`src/hw/rtl/stpp_pkg.sv`:
```
// package for the shape test pattern pixel generator
// frame geometry, shape and register codes, item types
// no dependencies

package stpp_pkg;

	localparam int FRAME_WIDTH  = 320;
	localparam int FRAME_HEIGHT = 256;

	localparam int DIM       = (FRAME_WIDTH < FRAME_HEIGHT) ? FRAME_WIDTH : FRAME_HEIGHT;
	localparam int RAD       = DIM / 2;
	localparam int MID       = FRAME_WIDTH / 2;
	localparam int SQ_START  = (FRAME_WIDTH - DIM) / 2;
	localparam int SQ_END    = SQ_START + DIM;
	localparam int RAD_SQ    = RAD * RAD;

	localparam int COORD_W   = 13;
	localparam int MAG_W     = 12;
	localparam int SQ_W      = 2 * MAG_W + 1;
	localparam int CSUM_W    = 20;

	localparam logic [7:0]  LUMA_RESET = 8'd128;
	localparam logic [7:0]  ALPHA      = 8'hff;

	typedef logic signed [COORD_W-1:0] coord_t;
	typedef logic [MAG_W-1:0]          mag_t;
	typedef logic [SQ_W-1:0]           sq_t;
	typedef logic signed [CSUM_W-1:0]  csum_t;

	typedef enum logic [1:0] {
		SHAPE_SQUARE   = 2'd0,
		SHAPE_CIRCLE   = 2'd1,
		SHAPE_TRIANGLE = 2'd2,
		SHAPE_NONE     = 2'd3
	} shape_t;

	typedef enum logic {
		REG_SHAPE_SELECT = 1'b0,
		REG_FILL_LUMA    = 1'b1
	} reg_idx_t;

	typedef struct packed {
		logic [8:0] column;
		logic [7:0] row;
		logic [7:0] chroma_u;
		logic [7:0] chroma_v;
	} pixel_in_t;

	typedef struct packed {
		logic [31:0] pixel_word;
		logic        inside_shape;
	} pixel_out_t;

endpackage

```
`src/hw/rtl/shape_test_pattern_pixel.sv`:
```
// shape test pattern pixel generator, top level
// three-stage pipeline: shape test and yuv to argb fill colour
// depends on stpp_pkg

// Takes one pixel item in every clock cycle (busy stays low) and gives its
// result marked by a one-cycle done strobe. The rate of one item per cycle
// comes from the three-stage pipeline: constant products and offsets,
// then channel sums and squares, then the circle compare, shift and clip.
// The receiver cannot stall the block, so every result must be taken in
// the cycle it is shown. The user must write the shape and luma registers
// via APB only while no items are in flight; the block does not enforce it.

module shape_test_pattern_pixel (
	input  logic                  clk,
	input  logic                  arst_n,
	input  logic                  start,
	output logic                  busy,
	input  stpp_pkg::pixel_in_t   pixel_in,
	output logic                  done,
	output stpp_pkg::pixel_out_t  result,
	input  logic                  psel,
	input  logic                  penable,
	input  logic                  pwrite,
	input  logic [2:0]            paddr,
	input  logic [31:0]           pwdata,
	output logic [31:0]           prdata,
	output logic                  pready
);
	import stpp_pkg::*;

	// configuration registers
	shape_t     shape_q;
	logic [7:0] luma_q;
	reg_idx_t   reg_idx;

	assign reg_idx = reg_idx_t'(paddr[2]);
	assign pready  = 1'b1;

	always_ff @(posedge clk or negedge arst_n) begin
		if (!arst_n) begin
			shape_q <= SHAPE_SQUARE;
			luma_q  <= LUMA_RESET;
		end else if (psel && penable && pwrite) begin
			case (reg_idx)
				REG_SHAPE_SELECT: shape_q <= shape_t'(pwdata[1:0]);
				REG_FILL_LUMA:    luma_q  <= pwdata[7:0];
				default:          ;
			endcase
		end
	end

	always_comb begin
		case (reg_idx)
			REG_SHAPE_SELECT: prdata = {30'd0, shape_q};
			REG_FILL_LUMA:    prdata = {24'd0, luma_q};
			default:          prdata = 32'd0;
		endcase
	end

	assign busy = 1'b0;

	// stage 1 logic
	logic        accept;
	coord_t      col_c, row_c, dx_c, dy_c, k_c;
	logic        in_frame, sq_hit, tri_hit, circ_row_ok;
	mag_t        mx_c, my_c;
	csum_t       c_c, d_c, e_c;

	assign accept = start && !busy;

	always_comb begin
		col_c    = coord_t'({1'b0, pixel_in.column});
		row_c    = coord_t'({1'b0, pixel_in.row});
		in_frame = (col_c < coord_t'(FRAME_WIDTH)) && (row_c < coord_t'(FRAME_HEIGHT));
		sq_hit   = (row_c < coord_t'(DIM)) && (col_c >= coord_t'(SQ_START))
			&& (col_c < coord_t'(SQ_END));
		k_c      = (row_c + coord_t'(1)) >>> 1;
		tri_hit  = (row_c < coord_t'(DIM)) && (col_c >= coord_t'(MID) - k_c)
			&& (col_c <= coord_t'(MID) + k_c);
		circ_row_ok = row_c < coord_t'(2 * RAD);
		dx_c     = col_c - coord_t'(MID);
		dy_c     = row_c - coord_t'(RAD);
		mx_c     = (dx_c >= 0) ? mag_t'(dx_c + coord_t'(1)) : mag_t'(-dx_c);
		my_c     = (dy_c >= 0) ? mag_t'(dy_c) : mag_t'(-dy_c);
		c_c      = csum_t'({1'b0, luma_q}) - csum_t'(16);
		d_c      = csum_t'({1'b0, pixel_in.chroma_u}) - csum_t'(128);
		e_c      = csum_t'({1'b0, pixel_in.chroma_v}) - csum_t'(128);
	end

	// stage 1 registers
	logic   v_s1, hit_s1, circ_s1;
	mag_t   mx_s1, my_s1;
	csum_t  yc_s1, re_s1, gd_s1, ge_s1, bd_s1;

	always_ff @(posedge clk or negedge arst_n) begin
		if (!arst_n) begin
			v_s1 <= 1'b0;
		end else begin
			v_s1 <= accept;
		end
	end

	always_ff @(posedge clk) begin
		if (accept) begin
			circ_s1 <= in_frame && circ_row_ok && (shape_q == SHAPE_CIRCLE);
			case (shape_q)
				SHAPE_SQUARE:   hit_s1 <= in_frame && sq_hit;
				SHAPE_TRIANGLE: hit_s1 <= in_frame && tri_hit;
				default:        hit_s1 <= 1'b0;
			endcase
			mx_s1 <= mx_c;
			my_s1 <= my_c;
			yc_s1 <= c_c * csum_t'(298);
			re_s1 <= e_c * csum_t'(409);
			gd_s1 <= d_c * csum_t'(100);
			ge_s1 <= e_c * csum_t'(208);
			bd_s1 <= d_c * csum_t'(516);
		end
	end

	// stage 2 registers
	logic   v_s2, hit_s2, circ_s2;
	sq_t    sx_s2, sy_s2;
	csum_t  r_s2, g_s2, b_s2;

	always_ff @(posedge clk or negedge arst_n) begin
		if (!arst_n) begin
			v_s2 <= 1'b0;
		end else begin
			v_s2 <= v_s1;
		end
	end

	always_ff @(posedge clk) begin
		if (v_s1) begin
			hit_s2  <= hit_s1;
			circ_s2 <= circ_s1;
			sx_s2   <= sq_t'(mx_s1) * sq_t'(mx_s1);
			sy_s2   <= sq_t'(my_s1) * sq_t'(my_s1);
			r_s2    <= yc_s1 + re_s1 + csum_t'(128);
			g_s2    <= yc_s1 - gd_s1 - ge_s1 + csum_t'(128);
			b_s2    <= yc_s1 + bd_s1 + csum_t'(128);
		end
	end

	// stage 3: circle compare, shift, clip
	function automatic logic [7:0] clip8(input csum_t s);
		csum_t t;
		t = s >>> 8;
		if (t < 0)
			return 8'd0;
		else if (t > csum_t'(255))
			return 8'hff;
		else
			return t[7:0];
	endfunction

	logic inside_c;
	assign inside_c = hit_s2 || (circ_s2 && ((sx_s2 + sy_s2) <= sq_t'(RAD_SQ)));

	logic       v_s3;
	pixel_out_t out_s3;

	always_ff @(posedge clk or negedge arst_n) begin
		if (!arst_n) begin
			v_s3 <= 1'b0;
		end else begin
			v_s3 <= v_s2;
		end
	end

	always_ff @(posedge clk) begin
		if (v_s2) begin
			out_s3.inside_shape <= inside_c;
			out_s3.pixel_word   <= inside_c
				? {ALPHA, clip8(r_s2), clip8(g_s2), clip8(b_s2)} : 32'd0;
		end
	end

	assign done   = v_s3;
	assign result = out_s3;

endmodule
```
`config.mk`:
```
export PLATFORM = sky130hd
export DESIGN_NAME = shape_test_pattern_pixel
export DESIGN_NICKNAME = d
export VERILOG_FILES = /design/src/hw/rtl/stpp_pkg.sv /design/src/hw/rtl/shape_test_pattern_pixel.sv
export SDC_FILE = /design/constraint.sdc
export NUM_CORES = 1
export LEC_CHECK = 0
export BUFFER_PORTS_ARGS = -buffer_cell sky130_fd_sc_hd__buf_2
export CORE_ASPECT_RATIO = 1.5
export CORE_UTILIZATION = 24
export CTS_CLUSTER_SIZE = 28
export DETAILED_ROUTE_END_ITERATION = 8
export PLACE_DENSITY = 0.4
export REMOVE_ABC_BUFFERS = 1
export SLEW_MARGIN = 20
export SYNTH_ARGS = -nofsm -noshare
export SYNTH_HDL_FRONTEND = slang
export SYNTH_SLANG_ARGS = --single-unit
export TNS_END_PERCENT = 5
```
`constraint.sdc`:
```
create_clock -name clk -period 12.13 [get_ports clk]
set_clock_uncertainty 0.1 [all_clocks]
set_input_delay 1.213 -clock clk [delete_from_list [all_inputs] [get_ports clk]]
set_output_delay 1.213 -clock clk [all_outputs]
set_load 0.05 [all_outputs]
```
==> reports/results.tsv <==
stage	metric	value	unit
layout	nFillCells	11000	
placement	io_buffers	89	
worst_setup_path	cp_common_cell	fa_1	
outcome	status	finished, final reports clean	
placement	gp_congestion	0.801	
timing	relSlewSlack	0.434	
global_route	grt_max_degree	63	
cts	cts_num_sinks	227	
worst_setup_path	critPathCaptureType	flop	
worst_setup_path	cp_max_fo	13	
placement	dp_hpwl	52200	µm
cts	postCtsSetupBuffers	0	
worst_setup_path	crit_type	flop to flop	
timing	maxSlewViolCount	0	
synth	avgSynthCellArea	10.2	µm²
timing	finalHoldViolCount	0	
cts	cts_root_buf	clkbuf_16	
run	drv_cap	0	
drt	firstDrtPassIters	5	
floorplan	dieArea	107000	µm²
timing	setup_tns	0	ns
floorplan	start_util	0.242	
min_path	worstHoldStart	hit_s1	
layout	layout_commonest_cell	inv_1	
cts	post_cts_resized	0	
synth	yosys_warnings	0	
min_path	holdPathEnd	hit_s2	
min_path	min_path_type	flop to flop	
worst_setup_path	crit_family	adder cells	
layout	final_cell_mix	inv_1 (493), ha_1 (419), fa_1 (219)	
drt	vias	16800	
timing	period_share	0.523	
cts	clk_pin_slew_worst_paths	0.06	ns
timing	setup_viol	0	
cts	hold_buffers	0	
synth	yosysSeqAreaShare	0.267	
drt	remaining_drc_errors	0	
timing	worst_pin_slew	0.849	ns
floorplan	core	104000	µm²
timing	fin_crit	6.34	ns
synth	synth_edf_count	214	
cts	cts-buffers-inserted	29	
layout	synthToLayoutAreaGrowth	11.1	%
layout	finalNetCount	3258	
cts	cts_buffer_depth	3	
synth	ys_seq_elements	227	
drt	drt_iter0_drc	491	
worst_setup_path	startpoint_type	flop	
floorplan	fp.dieH	399	µm
global_route	grt_pass1_wl	99000	µm
drt	avgViaCountPerCell	4.24	
layout	drive_above_1_share	0.0752	
worst_setup_path	r2r_start	my_s1[2]	
floorplan	ios	142	
synth	syn-cell-area	25300	µm²
floorplan	die_w	267	µm
synth	synthArstFlopShare	0.0573	
min_path	hold_depth	0	
floorplan	num_rows	145	
timing	hold_ws	0.315	ns
drt	finalWirelength	62300	µm
synth	ys_types	77	
synth	synth_flop_cell	edfxtp_1	
global_route	grt_pass1_vias	18500	
layout	seqCellArea	6760	µm²
worst_setup_path	cp_cell_sequence	and2_1, inv_1, fa_1, inv_1, fa_1, fa_1, fa_1, inv_1, fa_1, inv_1, ha_1, and2_1, a31oi_1, o21ai_0, o41ai_1, o21ai_0, mux2i_1, a221oi_1	
worst_setup_path	slowest_stage	edfxtp_1	
worst_setup_path	reg2reg_to	sy_s2[21]	
cts	htreeDepth	1	
cts	insertion_delay	0.61	ns
timing	rsz0062_at_grt	false	
drt	wl_per_cell	15.7	µm
timing	fmax	0.158	GHz
worst_setup_path	cp_slowest_stage_delay	0.80	ns
global_route	grtUsageTotal	0.120	
global_route	overflow	0	
cts	cts_tree	done	
drt	antenna_left	0	
layout	multi_input_area	16300	µm²
worst_setup_path	r2r_slack	5.79	ns
worst_setup_path	critPathRequiredTime	12.41	ns
worst_setup_path	worstRegToRegCells	18	
synth	synthCells	2475	
worst_setup_path	cp.arrival	6.62	ns
global_route	antenna_found_initial	14	
worst_setup_path	cp_num_buf_inv	4	
==> worst max path at each step <==
| stage | cells past startpoint | from | endpoint | slack (ns) |
|---|---|---|---|---|
| after floorplan | 19 | mx_s1[0] | sx_s2[22] | 6.55 |
| after global placement | 18 | my_s1[2] | sy_s2[21] | 5.71 |
| after detailed placement | 17 | my_s1[3] | sy_s2[21] | 5.76 |
| after CTS | 17 | my_s1[3] | sy_s2[21] | 5.65 |
| after global routing | 17 | my_s1[3] | sy_s2[21] | 5.24 |
| final | 18 | my_s1[2] | sy_s2[21] | 5.79 |
==> state kept, by name (all words and copies together) (netlist names), 2 cells and up <==
signal,flops
b_s2,12
bd_s1,18
g_s2,12
gd_s1,12
ge_s1,12
luma_q,8
mx_s1,12
my_s1,12
r_s2,12
re_s1,19
result,25
shape_q,2
sx_s2,23
sy_s2,23
yc_s1,18
==> metal layers <==
metal	GRT usage	up-vias	part of all wire
met2	0.238	205	0.55
met1	0.126	8202	0.38
met3	0.0199	92	0.042
met4	0.0368	12	0.031
li1	-	8315	-
met5	0	-	0.0011
==> area by class of cell <==
type | count | area share
Sequential cell | 227 | 0.241
Clock buffer | 32 | 0.0263
Timing Repair Buffer | 94 | 0.0173
Inverter | 494 | 0.0661
Tap cell | 1396 | 0.0622
Antenna cell | 6 | 0.000535
Multi-Input combinational cell | 1700 | 0.581
Clock inverter | 18 | 0.00557
==> cells by family (layout without fill, tap and decap cells) <==
family	Yosys count	after routing	synth area share
other cells	2	38	0.000297
buf+inv	578	638	0.0918
compound gates	350	350	0.0920
flops	227	227	0.267
mux	20	20	0.00896
xor+xnor	152	152	0.0527
fa+ha+maj	638	638	0.381
simple gates	508	508	0.106
==> through the flow <==
stage           util  instance area (µm²)  worst slack (ns)  instances
2_1_floorplan      -                24900              6.55       2421
3_3_place_gp   0.260                27200              5.71       3911
3_5_place_dp   0.260                27200              5.76       3911
4_1_cts        0.269                28100              5.65       3961
5_1_grt        0.269                28100              5.24       3963
6_report       0.269                28100              5.79       3967
==> synth_stat cells (3+ instances only) <==
cell / n / share of area
a31oi_1: 19 / 0.0047
clkbuf_1: 34 / 0.0051
o31a_1: 6 / 0.0021
inv_1: 493 / 0.073
o31ai_1: 5 / 0.0015
buf_2: 6 / 0.0012
mux2_2: 17 / 0.0076
a21oi_1: 95 / 0.019
nand2_1: 100 / 0.015
buf_4: 34 / 0.010
nand4b_1: 3 / 0.0010
o21bai_1: 17 / 0.0051
nor2b_1: 21 / 0.0052
nor2_1: 120 / 0.018
o21ai_0: 63 / 0.012
nor3b_1: 5 / 0.0015
and2_1: 102 / 0.025
xnor2_1: 109 / 0.038
a2111oi_0: 5 / 0.0017
buf_1: 8 / 0.0012
nor4b_1: 4 / 0.0014
o21a_1: 32 / 0.0095
xor2_1: 43 / 0.015
a211oi_1: 12 / 0.0036
o21ai_1: 4 / 0.00079
nor3_2: 19 / 0.0075
fa_1: 219 / 0.17
dfrtp_1: 12 / 0.012
a21boi_0: 8 / 0.0024
o41ai_1: 6 / 0.0021
nand4_1: 7 / 0.0017
nor3_1: 41 / 0.0081
nand3b_1: 4 / 0.0012
and3_1: 11 / 0.0027
o211ai_1: 11 / 0.0033
nand2b_1: 13 / 0.0032
or3_1: 12 / 0.0030
or2_2: 9 / 0.0022
a21o_1: 35 / 0.010
edfxtp_1: 214 / 0.25
nand3_1: 27 / 0.0053
ha_1: 419 / 0.21
Power is left out: the tool's default activity adds up to more than one toggle a clock period on the data nets, which glitch-free logic cannot reach.
